`src/rtl/rasf_pkg.sv`:
```
// Shared types and constants of the robot action safety filter.
// No dependencies; imported by rasf_mul, rasf_iter, the top level and the testbench.
package rasf_pkg;

	// configuration register indexes
	typedef enum logic [2:0] {
		REG_TRANS_ALPHA = 3'd0,
		REG_ROT_ALPHA   = 3'd1,
		REG_TRANS_DB    = 3'd2,
		REG_ROT_DB      = 3'd3,
		REG_TRANS_LIM   = 3'd4,
		REG_ROT_LIM     = 3'd5,
		REG_GRIP_DB     = 3'd6,
		REG_IGNORE_GRIP = 3'd7
	} rasf_reg_t;

	// operation of the shared iterative unit
	typedef enum logic {
		ITER_SQRT = 1'b0,
		ITER_DIV  = 1'b1
	} rasf_iter_op_t;

	typedef struct packed {
		logic          start;
		rasf_iter_op_t op;
	} rasf_iter_req_t;

	typedef struct packed {
		logic busy;
		logic done;
	} rasf_iter_stat_t;

	localparam int unsigned ALPHA_W   = 17;
	localparam int unsigned CFG_W     = 31;
	localparam int unsigned DATA_W    = 32;
	localparam int unsigned LEN_W     = 3;
	localparam int unsigned OPND_W    = 33;
	localparam int unsigned PROD_W    = 66;
	localparam logic [ALPHA_W-1:0] ALPHA_ONE = 17'd65536;
	localparam logic [PROD_W-1:0]  ROUND_HALF = 66'd32768;

endpackage

```
`src/rtl/rasf_mul.sv`:
```
// Shared signed 33x33 multiplier with registered product.
// Depends on rasf_pkg.
module rasf_mul (
	input  logic                                clk,
	input  logic                                en,
	input  logic signed [rasf_pkg::OPND_W-1:0]  op_a,
	input  logic signed [rasf_pkg::OPND_W-1:0]  op_b,
	output logic signed [rasf_pkg::PROD_W-1:0]  prod_q
);
	import rasf_pkg::*;

	always_ff @(posedge clk) begin
		if (en) begin
			prod_q <= op_a * op_b;
		end
	end

endmodule

```
`config.mk`:
```
export PLATFORM = sky130hd
export DESIGN_NAME = rasf_mul
export DESIGN_NICKNAME = d
export VERILOG_FILES = /design/src/rtl/rasf_pkg.sv /design/src/rtl/rasf_mul.sv
export SDC_FILE = /design/constraint.sdc
export NUM_CORES = 2
export LEC_CHECK = 0
export BUFFER_PORTS_ARGS = -buffer_cell sky130_fd_sc_hd__buf_2
export CAP_MARGIN = 20
export CORE_AREA = 3 3 359 361
export CTS_CLUSTER_SIZE = 25
export DETAILED_ROUTE_END_ITERATION = 7
export DIE_AREA = 0 0 362 364
export PLACE_DENSITY = 0.45
export SYNTH_ARGS = -nofsm -noshare
export SYNTH_HDL_FRONTEND = slang
export SYNTH_SLANG_ARGS = --single-unit
```
`constraint.sdc`:
```
create_clock -name clk -period 28.5 [get_ports clk]
set_input_delay 5.7 -clock clk [delete_from_list [all_inputs] [get_ports clk]]
set_output_delay 5.7 -clock clk [all_outputs]
set_load 0.03 [all_outputs]
```
==> results.yml <==
logic_synthesis:
  synthArstFlopShare: 0
  synth-edff-count: 66
  synth_area_mm2: 0.04139
  syn_inst: 4338
  synth_warnings: 0
  ys_types: 80
  seq_area_frac_synth: 0.04788
  synth_nets: 5768
  syn-mean-instance-area_um2: 9.542
  synth-seq-cells: 66
  synth_top_flop_cell: "edfxtp_1"
detailed_routing:
  ant_nets: 0
  dr.pass1.iters: 7
  highest_layer: "met5"
  wl_per_cell_um: 21.72
  wl_met2_um: 69760
  drc_errors: 0
  wl_um: 129400
  vias: 28460
  wl_met1_um: 50300
  wl_met3_um: 3859
  vias_per_cell: 4.777
  drt_iter0_drc: 1220
floorplanning:
  start_util: 0.3292
  ios: 134
  rows: 130
  chipHeight_um: 364
  die_x_um: 362
  dieArea_mm2: 0.1318
  core-area_mm2: 0.1257
cts:
  holdBufCountCts: 0
  cts_resized: 0
  cts_buffer_depth: 2
  cts_tree: "done"
  cts_buffers: 9
  post_cts_buffers: 0
  cts.sink_count: 66
  htreeDepth: 3
  clkTransAtPathRegs_ns: 0.06
  cts_root_buffer: "clkbuf_16"
sta:
  min_period_over_period: 0.4840
  drv_slew: 0
  tightestPinTransition_ns: 1.042
  fin_crit_ns: 13.79
  finalSetupViolCount: 0
  rsz0062_at_grt: "false"
  finalSetupTns_ns: 0
  timing.fmax_ghz: 0.07250
  report.final.hold_viol_count: 0
  maxSlewHeadroom: 0.3053
  hold_slack_ns: 5.989
hold_path:
  min_to: "prod_q[9]"
  min_from: "en"
  min_path_cells: 1
  hp-class: "in2reg"
layout:
  layout_common_cells: "fa_1, inv_1, and2_1"
  area_delta_synth_final_pct: 6.033
  final_nets: 5726
  drive_above_1_share: 0.05138
  top_register: "prod_q"
  final_common_cell: "fa_1"
  top_regs: "prod_q x66"
  stdcell_area_mm2: 0.04389
  largest_register_ffs: 66
critical_path:
  crit_required_ns: 28.58
  path_cells: "buf_2, nand2_1, fa_1, fa_1, fa_1, inv_1, fa_1, fa_1, fa_1, fa_1, inv_1, fa_1, inv_1, ha_1, and3_1, nand3_1, nand2b_1, a2111oi_4, a211oi_4, a21o_2, a211oi_2, a211oi_2"
  cp_common_cell: "fa_1"
  cpMaxStageDelayCell: "fa_1"
  cp-end-kind: "register"
  worstPathArrival_ns: 13.88
  criticalPathCategory: "in2reg"
  startpoint_type: "input port"
  crit_path_max_fanout: 33
  cpPeakStageDelay_ns: 1.19
place:
  placement.cell_area_mm2: 0.04353
  gp_congestion: 0.8639
  io_buffers: 133
  hpwl_um: 104500
grt:
  grt_pass1_vias: 32180
  grt_pass1_wl_um: 200800
  grtUsageTotal: 0.2025
  grt_max_degree: 67
  grt_overflow_total: 0
  antenna_found_initial: 7
status:
  status: "complete, no violations"
flow_run:
  cap_viol_max_count: 0
how the worst max path moves through the flow:
stage,cells past startpoint,slack (ns),end,startpoint
after CTS,22,14.73,prod_q[62],op_b[9]
after global placement,22,14.42,prod_q[62],op_b[9]
after global routing,21,14.36,prod_q[62],op_b[9]
after floorplan,23,15.43,prod_q[62],op_a[32]
final,22,14.71,prod_q[62],op_b[9]
after detailed placement,22,14.34,prod_q[62],op_b[9]
synth_stat cells (all sizes together), types with 5 or more instances:
cell	count	area share
nand3	26	0.0033
xnor2	43	0.0091
and2	563	0.085
a211oi	11	0.0027
buf	13	0.0017
fa	1145	0.55
a21oi	61	0.0079
nor3	7	0.00085
a31oi	9	0.0015
inv	1131	0.10
a211o	6	0.0013
and4	5	0.0011
o31ai	7	0.0025
nor2b	5	0.00076
edfxtp	66	0.048
xor2	25	0.0053
and3	6	0.0010
nand2b	12	0.0018
nand2	551	0.050
o21ai	33	0.0042
clkbuf	208	0.019
o21bai	11	0.0020
o211ai	5	0.0012
ha	217	0.066
a21o	38	0.0070
nor2	68	0.0062
nand4	12	0.0020
o21a	6	0.0011
logic make-up (layout without fill, tap and decap cells):
group,count (synthesis),after routing,synth area share
DFF,66,66,0.04788
AOI/OAI and AO/OA,219,219,0.04002
buffers and inverters,1352,1315,0.1231
and+or+nand+nor,1271,1271,0.1553
adders and majority gates,1362,1362,0.6193
xor gates and xnor gates,68,68,0.01439
other,0,7,0
per-layer routing:
metal	global-route usage	vias to the layer above
li1	-	12310
met1	0.2402	15420
met2	0.3818	560
met3	0.01818	165
met4	0.06972	4
met5	0	-
final cells by class:
type	count	area, um^2
clock buffer	9	225.2
multi-input combinational	2920	34320
inverter	1131	4245
fill	13120	81840
timing repair buffer	168	948.4
sequential	66	1982
tap	1650	2064
antenna	7	17.52
clock inverter	7	92.59
metrics by stage:
stage	std cells	setup WS (ns)	utilization
detailed placement	5934	14.34	0.3462
global route	5951	14.36	0.3490
finish	5958	14.71	0.3491
CTS	5950	14.73	0.3488
global placement	5934	14.42	0.3462
floorplan	4338	15.43	-
critical path: cells and delay by family:
family                     cells  cell delay (ns)
AOI/OAI and AO/OA              5             0.95
adders and majority gates      9             5.44
buffers and inverters          4             0.86
and+or+nand+nor                4             0.88
Power is not shown: default switching activity piles up to over one toggle a cycle in this logic, so the estimate is an artifact.
