--- config.mk ---
export PLATFORM = sky130hd
export DESIGN_NAME = rasf_iter
export DESIGN_NICKNAME = d
export VERILOG_FILES = /design/src/rtl/rasf_pkg.sv /design/src/rtl/rasf_iter.sv
export SDC_FILE = /design/constraint.sdc
export NUM_CORES = 1
export LEC_CHECK = 0
export ABC_AREA = 0
export BUFFER_PORTS_ARGS = -buffer_cell sky130_fd_sc_hd__buf_2
export CAP_MARGIN = 20
export CORE_ASPECT_RATIO = 1.5
export CORE_MARGIN = 2
export CORE_UTILIZATION = 40
export CTS_CLUSTER_DIAMETER = 60
export DETAILED_ROUTE_END_ITERATION = 8
export PLACE_DENSITY_LB_ADDON = 0.15
export SLEW_MARGIN = 20
export SYNTH_ARGS = -nofsm -noshare
export SYNTH_HDL_FRONTEND = slang
export SYNTH_SLANG_ARGS = --single-unit
export TNS_END_PERCENT = 50
--- constraint.sdc ---
create_clock -name clk -period 12.6 [get_ports clk]
set_input_delay 0.63 -clock clk [delete_from_list [all_inputs] [get_ports clk]]
set_output_delay 0.63 -clock clk [all_outputs]
set_load 0.02 [all_outputs]
--- src/rtl/rasf_pkg.sv ---
// Shared types and constants of the robot action safety filter.
// No dependencies; imported by rasf_mul, rasf_iter, the top level and the testbench.
package rasf_pkg;

	// configuration register indexes
	typedef enum logic [2:0] {
		REG_TRANS_ALPHA = 3'd0,
		REG_ROT_ALPHA   = 3'd1,
		REG_TRANS_DB    = 3'd2,
		REG_ROT_DB      = 3'd3,
		REG_TRANS_LIM   = 3'd4,
		REG_ROT_LIM     = 3'd5,
		REG_GRIP_DB     = 3'd6,
		REG_IGNORE_GRIP = 3'd7
	} rasf_reg_t;

	// operation of the shared iterative unit
	typedef enum logic {
		ITER_SQRT = 1'b0,
		ITER_DIV  = 1'b1
	} rasf_iter_op_t;

	typedef struct packed {
		logic          start;
		rasf_iter_op_t op;
	} rasf_iter_req_t;

	typedef struct packed {
		logic busy;
		logic done;
	} rasf_iter_stat_t;

	localparam int unsigned ALPHA_W   = 17;
	localparam int unsigned CFG_W     = 31;
	localparam int unsigned DATA_W    = 32;
	localparam int unsigned LEN_W     = 3;
	localparam int unsigned OPND_W    = 33;
	localparam int unsigned PROD_W    = 66;
	localparam logic [ALPHA_W-1:0] ALPHA_ONE = 17'd65536;
	localparam logic [PROD_W-1:0]  ROUND_HALF = 66'd32768;

endpackage

--- src/rtl/rasf_iter.sv ---
// Shared bit-serial unit: 64-bit integer square root (32 steps) or
// 64-by-32 restoring division (64 steps), one subtract per cycle. Depends on rasf_pkg.
module rasf_iter (
	input  logic                        clk,
	input  logic                        arst_n,
	input  rasf_pkg::rasf_iter_req_t    req,
	input  logic [63:0]                 x,
	input  logic [31:0]                 d,
	output rasf_pkg::rasf_iter_stat_t   stat,
	output logic [31:0]                 result
);
	import rasf_pkg::*;

	logic          busy_q, done_q;
	rasf_iter_op_t op_q;
	logic [5:0]    cnt_q;
	logic [63:0]   rem_q, acc_q, bit_q;
	logic [31:0]   d_q;
	logic [63:0]   shifted, minu, subt;
	logic [64:0]   diff;
	logic          ge, last;

	always_comb begin
		shifted = {rem_q[62:0], acc_q[63]};
		minu    = (op_q == ITER_SQRT) ? rem_q : shifted;
		subt    = (op_q == ITER_SQRT) ? (acc_q | bit_q) : {32'd0, d_q};
		diff    = {1'b0, minu} - {1'b0, subt};
		ge      = ~diff[64];
		last    = (op_q == ITER_SQRT) ? (cnt_q == 6'd31) : (cnt_q == 6'd63);
	end

	always_ff @(posedge clk or negedge arst_n) begin
		if (!arst_n) begin
			busy_q <= 1'b0;
			done_q <= 1'b0;
			op_q   <= ITER_SQRT;
			cnt_q  <= '0;
			rem_q  <= '0;
			acc_q  <= '0;
			bit_q  <= '0;
			d_q    <= '0;
		end else begin
			done_q <= 1'b0;
			if (req.start) begin
				busy_q <= 1'b1;
				op_q   <= req.op;
				cnt_q  <= '0;
				d_q    <= d;
				bit_q  <= 64'd1 << 62;
				if (req.op == ITER_SQRT) begin
					rem_q <= x;
					acc_q <= '0;
				end else begin
					rem_q <= '0;
					acc_q <= x;
				end
			end else if (busy_q) begin
				cnt_q <= cnt_q + 6'd1;
				if (op_q == ITER_SQRT) begin
					if (ge) begin
						rem_q <= diff[63:0];
						acc_q <= (acc_q >> 1) | bit_q;
					end else begin
						acc_q <= acc_q >> 1;
					end
					bit_q <= bit_q >> 2;
				end else begin
					rem_q <= ge ? diff[63:0] : shifted;
					acc_q <= {acc_q[62:0], ge};
				end
				if (last) begin
					busy_q <= 1'b0;
					done_q <= 1'b1;
				end
			end
		end
	end

	assign stat.busy = busy_q;
	assign stat.done = done_q;
	assign result    = acc_q[31:0];

endmodule

==> results of run 1 <==
power by group:
part | leakage (uW) | internal (uW) | switching, uW
clock network | 0.000405 | 450 | 306
registers | 0.00254 | 792 | 159
logic | 0.00454 | 1040 | 1460
final timing paths:
kind                                startpoint                    end
max                           op_q$_DFFE_PN0P_  rem_q[33]$_DFFE_PN0P_
min                                     arst_n  bit_q[34]$_DFFE_PN0P_
max reg2reg                   op_q$_DFFE_PN0P_  rem_q[33]$_DFFE_PN0P_
min reg2reg                d_q[11]$_DFFE_PN0P_    d_q[11]$_DFFE_PN0P_
max in group asynchronous               arst_n       op_q$_DFFE_PN0P_
min in group clk                         x[57]  acc_q[57]$_DFFE_PN0P_
state kept, by name, summed over array words and instances, names as in the netlist:
register	cells
busy_q	1
rem_q	64
d_q	32
acc_q	64
done_q	1
op_q	1
cnt_q	6
bit_q	32
Yosys cell counts, types with 20 or more instances:
cell type and count:
sky130_fd_sc_hd__inv_1 28, sky130_fd_sc_hd__o21ai_0 172, sky130_fd_sc_hd__buf_4 45, sky130_fd_sc_hd__ha_1 65, sky130_fd_sc_hd__nand2_1 130, sky130_fd_sc_hd__nand4_1 22
sky130_fd_sc_hd__dfrtp_1 201, sky130_fd_sc_hd__clkbuf_1 87, sky130_fd_sc_hd__or3_1 20, sky130_fd_sc_hd__xor2_1 29, sky130_fd_sc_hd__a22o_1 33, sky130_fd_sc_hd__nand3_1 49
sky130_fd_sc_hd__mux2_2 93, sky130_fd_sc_hd__a21o_1 37, sky130_fd_sc_hd__a21oi_1 278, sky130_fd_sc_hd__xnor2_1 32, sky130_fd_sc_hd__mux2i_1 79, sky130_fd_sc_hd__nor2_1 154
layout by cell type (no fill, tap or decap), types with 4 or more instances in the layout:
cell type,synthesis,routed
sky130_fd_sc_hd__a222oi_1,5,5
sky130_fd_sc_hd__nand4_1,22,22
sky130_fd_sc_hd__nor2_1,154,154
sky130_fd_sc_hd__mux2i_1,79,79
sky130_fd_sc_hd__or3_1,20,20
sky130_fd_sc_hd__o21ai_1,5,5
sky130_fd_sc_hd__a21o_1,37,37
sky130_fd_sc_hd__a211oi_1,12,12
sky130_fd_sc_hd__o31ai_1,9,9
sky130_fd_sc_hd__and3_1,10,10
sky130_fd_sc_hd__nand3_1,49,49
sky130_fd_sc_hd__o21ai_0,172,172
sky130_fd_sc_hd__nor3_1,14,13
sky130_fd_sc_hd__xnor2_1,32,32
sky130_fd_sc_hd__clkbuf_1,87,8
sky130_fd_sc_hd__a31oi_1,15,15
sky130_fd_sc_hd__nand2b_1,9,9
sky130_fd_sc_hd__nor4_1,7,7
sky130_fd_sc_hd__and2_1,9,8
sky130_fd_sc_hd__nand2_1,130,130
sky130_fd_sc_hd__ha_1,65,65
sky130_fd_sc_hd__mux2_2,93,93
sky130_fd_sc_hd__buf_4,45,18
sky130_fd_sc_hd__o21a_1,5,5
sky130_fd_sc_hd__o21bai_1,18,18
sky130_fd_sc_hd__xor2_1,29,29
sky130_fd_sc_hd__o211ai_1,9,9
sky130_fd_sc_hd__inv_1,28,27
sky130_fd_sc_hd__a31o_2,4,4
sky130_fd_sc_hd__a221oi_1,6,6
sky130_fd_sc_hd__a2bb2oi_1,11,11
sky130_fd_sc_hd__a21oi_1,278,277
sky130_fd_sc_hd__dfrtp_1,201,200
sky130_fd_sc_hd__buf_2,13,131
sky130_fd_sc_hd__a22oi_1,8,8
sky130_fd_sc_hd__a22o_1,33,33
sky130_fd_sc_hd__clkbuf_16,0,25
cells by family after synthesis:
| kind of cell | synth area share |
|---|---|
| buf+inv | 0.0592 |
| simple gates | 0.131 |
| flops | 0.334 |
| compound gates | 0.263 |
| xor+xnor | 0.0355 |
| mux | 0.122 |
| fa+ha+maj | 0.0553 |
cell type report:
type                            instances  area [um^2]
Clock buffer                           36          697
Tap cell                              489          612
Multi-Input combinational cell       1398         9170
Clock inverter                         10          148
Inverter                               29          109
Timing Repair Buffer                  151          817
Sequential cell                       201         5030
Fill cell                            3789        20800
through the flow:
stage	power, uW	cells	area, um^2
2_1_floorplan	2860	1787	15100
3_3_place_gp	3430	2268	15700
3_5_place_dp	3440	2268	15700
4_1_cts	4220	2314	16600
5_1_grt	4560	2314	16600
6_report	4210	2314	16600
layer usage:
metal,up-vias,share of wire,global-route usage
met3,97,0.044,0.0254
met2,423,0.51,0.433
met5,-,0,0
met4,0,0.034,0.0885
li1,6535,-,-
met1,6757,0.41,0.312
==> results.txt, run 1 <==
Clock transition at the registers of the reported paths -> 0.06 ns
Clk buf depth -> 3
Max Transition Viols Final -> 0
Clock network latency to the later pin of the worst-skew pair -> 0.55 ns
Asr flop ratio synth -> 1.00
Arrival time worst endpoint -> 6.57 ns
CP max stage cell -> sky130_fd_sc_hd__nor2_2
R2R Setup Slk -> 6.49 ns
Fin Hold WS -> 0.0897 ns
Post_cts resized -> 0
Detailed-placement wirelength estimate -> 34.2 mm
Setup clock skew after layout -> 0.0202 ns
Run status -> finished clean
Initial antenna violation count -> 0
Via count of the first global-routing pass -> 13551
Wire length per cell -> 21.1 um
Synth Flop Type -> sky130_fd_sc_hd__dfrtp_1
Largest net degree at the start of global routing -> 93
Min-Delay Path Class -> input port to asynchronous set/reset pin
Hold Violations, Final -> 0
Highest clock rate -> 164 MHz
Type of the worst setup path -> flop to flop
CTS Root Buffer Type -> sky130_fd_sc_hd__clkbuf_16
Leakage component of the power -> 0.00748 uW
Post-layout minimum cycle time -> 6.11 ns
Post-layout utilization of the core -> 0.444
CTS tree -> built
Mapped cell area -> 15100 um^2
Crit-path cells -> inv_2 > buf_4 > o21ai_0 > ha_1 > and3_1 > nand2_1 > o22ai_1 > a311o_1 > a211o_1 > a41oi_4 > o211ai_1 > buf_4 > nor2_2 > a22oi_1 > a31oi_1
Buffer count from post-CTS setup fixing -> 0
Clk sink count -> 201
Setup ws final -> 6.49 ns
Number of gates on the worst path with buffers counted -> 15
Total negative slack for setup checks -> 0 ns
Pin slew with the least headroom to its limit -> 1.13 ns
Worst IR Drop VDD -> 0.110 mV
Area enclosed by the die boundary -> 39200 um^2
Number of hold buffers added after cts -> 0
Average instance area after synthesis -> 8.43 um^2
Crit path buffers/inverters -> 3
Core Region -> 37300 um^2
Final setup fails -> 0
Top cell type by total area after synthesis -> sky130_fd_sc_hd__dfrtp_1
All-layer global routing usage -> 0.247
Number of warnings reported in the yosys synthesis log -> 0
RD Place Congestion -> 0.932
Area added between synthesis and finish -> 10.1%
Cell types with the largest area share after synthesis -> sky130_fd_sc_hd__dfrtp_1, sky130_fd_sc_hd__a21oi_1, sky130_fd_sc_hd__mux2_2
Post-synthesis register bit count -> 201
Starting DRT DRC Count -> 1166
Unrepaired setup endpoints after global routing -> false
Data required time of the critical path -> 13.06 ns
Max-cap check violation count -> 0
Worst-path fanout max -> 69
Overflow left after global routing -> 0
Cell Pwr Density -> 254 nW/um^2
Count of input and output buffers -> 133
Area share of the largest cell type after synthesis -> 0.334
Crit path launch type -> flop
Nets -> 1972
Height of the die -> 242 um
Worst reg-to-reg path cell count -> 15
Number of nets with antenna violations after routing -> 0
Critical path capture point type -> flop
I/O pin count -> 134
Share of synthesized area occupied by flip-flops and latches -> 0.334
Number of CTS-inserted buffers -> 25
Number of enable flip-flop cells after synthesis -> 0
Cell row count -> 87
Total wire length -> 48.9 mm
Number of unique standard cell types used by synthesis -> 71
Die W -> 162 um
First-pass GRT wire length -> 77.7 mm
Post-Synthesis Cells -> 1787
Detailed-routing iteration count for the pre-antenna-repair pass -> 8
Mapped Nets -> 1953
Initial Util -> 0.403
Fraction of layout instances using a drive strength above 1 -> 0.167
Max-slew headroom at the worst pin -> 0.248
Cell family with most CP delay -> compound AO/OA/AOI/OAI gates
Via count -> 13812
Average via count per standard cell -> 5.97
Antenna fix cells -> 0
DRC violation count after routing -> 0
Pre-CTS setup slack -> 6.57 ns
Number of H-tree levels -> 1
Largest stage delay on the critical path -> 0.91 ns
Final period util -> 0.485
Library cell appearing most often on the critical path -> sky130_fd_sc_hd__buf_4
Power figures use the tool's default switching activity.
==> run 2: changes to the inputs <==
==> constraint.sdc (replaced) <==
create_clock -name clk -period 5.9 [get_ports clk]
set_input_delay 0.295 -clock clk [delete_from_list [all_inputs] [get_ports clk]]
set_output_delay 0.295 -clock clk [all_outputs]
set_load 0.02 [all_outputs]
==> run 2 against run 1 <==
  * Cell area is 4.9% higher
  * Non-clock buffer count increased by 73
  * Via count up 1.5%
  * Clock skew rose by 0.00096 ns
  * Combinational power is 120% higher
  * Sequential power grew 110%
  * Worst setup slack got worse by 5.6 ns
  * Global-route usage rose by 0.59 points
  * Utilization is 2.2 points higher
  * Register-to-register slack got worse by 5.6 ns
  * Fmax up 23%
  * Critical path type unchanged
  * Largest cell class unchanged
  * Largest power group unchanged
  * Highest routed layer unchanged
==> results.txt, run 2 (same netlist as run 1, synthesis figures left out) <==
Starting DRT DRC Count -> 963 (-17%)
Pin slew with the least headroom to its limit -> 1.14 ns (+0.0132 ns)
Clock network latency to the later pin of the worst-skew pair -> 0.56 ns (about the same)
Wire length per cell -> 21.1 um (-0.25%)
Pre-CTS setup slack -> 0.998 ns (-5.57 ns)
Combinational cell fraction of total power -> 0.597 (+0.002)
Area added between synthesis and finish -> 15.5%
Number of H-tree levels -> 1 (unchanged)
Initial Util -> 0.403 (unchanged)
Total internal power -> 4990 uW (+120%)
Total net switching power -> 4180 uW (+120%)
Count of input and output buffers -> 133 (unchanged)
Number of nets with antenna violations after routing -> 0 (unchanged)
Total area of multi-input combinational cells -> 9170 um^2 (unchanged)
Cell row count -> 87 (unchanged)
DRC violation count after routing -> 0 (unchanged)
Run status -> finished clean
Hold Violations, Final -> 0 (unchanged)
First-pass GRT wire length -> 79.3 mm (+2.1%)
Max-slew headroom at the worst pin -> 0.240 (-0.00797)
Most common cell after layout, fill and taps aside -> sky130_fd_sc_hd__a21oi_1
Max Transition Viols Final -> 0 (unchanged)
Overflow left after global routing -> 0 (unchanged)
Crit-path cells -> buf_12 > mux2_2 > ha_1 > nand4_1 > nor4_1 > a211o_1 > a41oi_4 > o21ai_4 > o21a_4 > or2_4 > buf_12 > nor2_1 > a31oi_1
Detailed-placement wirelength estimate -> 35.5 mm (+3.6%)
Number of CTS-inserted buffers -> 26 (+4.0%)
CP max stage cell -> sky130_fd_sc_hd__dfrtp_4
Via count of the first global-routing pass -> 14086 (+3.9%)
Switching share of total power -> 0.456 (-0.00204)
Total wire length -> 50.3 mm (+3.0%)
Worst-path fanout max -> 58 (-16%)
Most frequent cells in the layout -> sky130_fd_sc_hd__a21oi_1, sky130_fd_sc_hd__dfrtp_1, sky130_fd_sc_hd__o21ai_0
I/O pin count -> 134 (unchanged)
Setup clock skew after layout -> 0.0212 ns (+0.000963 ns)
Portion of total power attributed to sequential cells -> 0.221 (-0.005)
Height of the die -> 242 um (unchanged)
Setup ws final -> 0.926 ns (-5.56 ns)
Count of filler cells inserted in the layout -> 3674 (-3.0%)
Leakage component of the power -> 0.00785 uW (+4.9%)
Cell Pwr Density -> 528 nW/um^2 (+110%)
All-layer global routing usage -> 0.253 (+0.00594)
Largest net degree at the start of global routing -> 89 (-4.3%)
Leading registers by flop count -> acc_q (64), rem_q (64)
Crit path launch type -> flop
Detailed-routing iteration count for the pre-antenna-repair pass -> 7 (-1)
Final setup fails -> 0 (unchanged)
Sequential cell area -> 5030 um^2 (unchanged)
Largest stage delay on the critical path -> 0.74 ns (-0.17 ns)
Nets -> 2046 (+3.8%)
Arrival time worst endpoint -> 5.45 ns (-1.12 ns)
Clk buf depth -> 3 (unchanged)
Final period util -> 0.843 (+0.358)
Type of the worst setup path -> flop to flop
Worst IR Drop VDD -> 0.372 mV (+240%)
Fraction of layout instances using a drive strength above 1 -> 0.169 (+0.00235)
Highest clock rate -> 201 MHz (+23%)
CTS Root Buffer Type -> sky130_fd_sc_hd__clkbuf_16
Die W -> 162 um (unchanged)
Core Region -> 37300 um^2 (unchanged)
Relative contribution of the clock network to total power -> 0.182 (+0.003)
RD Place Congestion -> 0.918 (-1.5%)
Data required time of the critical path -> 6.38 ns (-6.68 ns)
Post-layout minimum cycle time -> 4.97 ns (-1.14 ns)
Initial antenna violation count -> 0 (unchanged)
Critical path capture point type -> flop
Antenna fix cells -> 0 (unchanged)
Clk sink count -> 201 (unchanged)
CTS tree -> built
Area enclosed by the die boundary -> 39200 um^2 (unchanged)
Min-Delay Path Class -> input port to flop
Clock transition at the registers of the reported paths -> 0.06 ns (about the same)
Library cell appearing most often on the critical path -> sky130_fd_sc_hd__buf_12
Via count -> 14014 (+1.5%)
Max-cap check violation count -> 0 (unchanged)
Average via count per standard cell -> 5.87 (-1.7%)
Total negative slack for setup checks -> 0 ns (unchanged)
Unrepaired setup endpoints after global routing -> false
==> run 2: cell types whose count changed in the layout (fill, tap and decap cells not counted), moves of 3 or more <==
cell / before / now
sky130_fd_sc_hd__buf_12: 0 / 4
sky130_fd_sc_hd__inv_6: 3 / 0
sky130_fd_sc_hd__clkinv_4: 0 / 3
sky130_fd_sc_hd__clkbuf_8: 3 / 6
sky130_fd_sc_hd__clkbuf_1: 8 / 5
sky130_fd_sc_hd__buf_4: 18 / 26
sky130_fd_sc_hd__dlygate4sd3_1: 0 / 61
==> run 2: final cells by class <==
cell class	count	area share
multi-input cells	1398	0.527
flip-flops and latches	201	0.289
repair buffers	224	0.0901
clock buffers	38	0.0447
well taps	489	0.0352
clock inverters	10	0.00741
inverters	29	0.00626
==> run 2: repair_timing <==
item / in CTS / in global routing
setup buffers: 0 / 0
hold buffers: 61 / 0
endpoints found under the hold margin: 149 / 0
resized for setup: 0 / 0
==> run 2: metal layers <==
layer  up-vias  part of all wire  track usage
li1       6672                 -            -
met3       108             0.041       0.0214
met1      6859              0.41        0.310
met5         -                 0            0
met4         0             0.036       0.0916
met2       375              0.51        0.458
==> run 2: critical path, delay by kind of cell (launching register included) <==
kind	cells	cell delay (ns)
and+or+nand+nor	4	1.46
AOI/OAI and AO/OA	5	1.07
adders and majority gates	1	0.52
buffers and inverters	2	0.65
DFF	1	0.74
muxes	1	0.38
==> run 2: power groups by stage <==
stage	Sequential (uW)	Combinational [uW]	Clock, uW
floorplan	1910	4190	0
global placement	2040	5370	0
detailed placement	2040	5400	0
CTS	2030	5460	1710
global route	2070	6060	1750
finish	2030	5480	1670
==> run 2: final timing paths <==
path	end	startpoint	depth (start not counted)	slack [ns]
max in group asynchronous	acc_q[6]$_DFFE_PN0P_	arst_n	3	4.21
hold reg to reg	d_q[21]$_DFFE_PN0P_	d_q[21]$_DFFE_PN0P_	1	0.51
min in group asynchronous	bit_q[36]$_DFFE_PN0P_	arst_n	2	0.36
setup reg to reg	rem_q[26]$_DFFE_PN0P_	op_q$_DFFE_PN0P_	13	0.93
setup / recovery	rem_q[26]$_DFFE_PN0P_	op_q$_DFFE_PN0P_	13	0.93
hold / removal	acc_q[59]$_DFFE_PN0P_	x[59]	3	0.005
==> run 2: stage by stage <==
| step | instance area (um^2) | total power [uW] | utilization | cells | hold WS [ns] |
|---|---|---|---|---|---|
| 2_1_floorplan | 15100 | 6100 | - | 1787 | -0.000591 |
| 3_3_place_gp | 15900 | 7410 | 0.425 | 2280 | 0.378 |
| 3_5_place_dp | 15900 | 7440 | 0.425 | 2280 | 0.380 |
| 4_1_cts | 17400 | 9190 | 0.466 | 2389 | 0.00199 |
| 5_1_grt | 17400 | 9880 | 0.466 | 2389 | 0.0204 |
| 6_report | 17400 | 9180 | 0.466 | 2389 | 0.00482 |
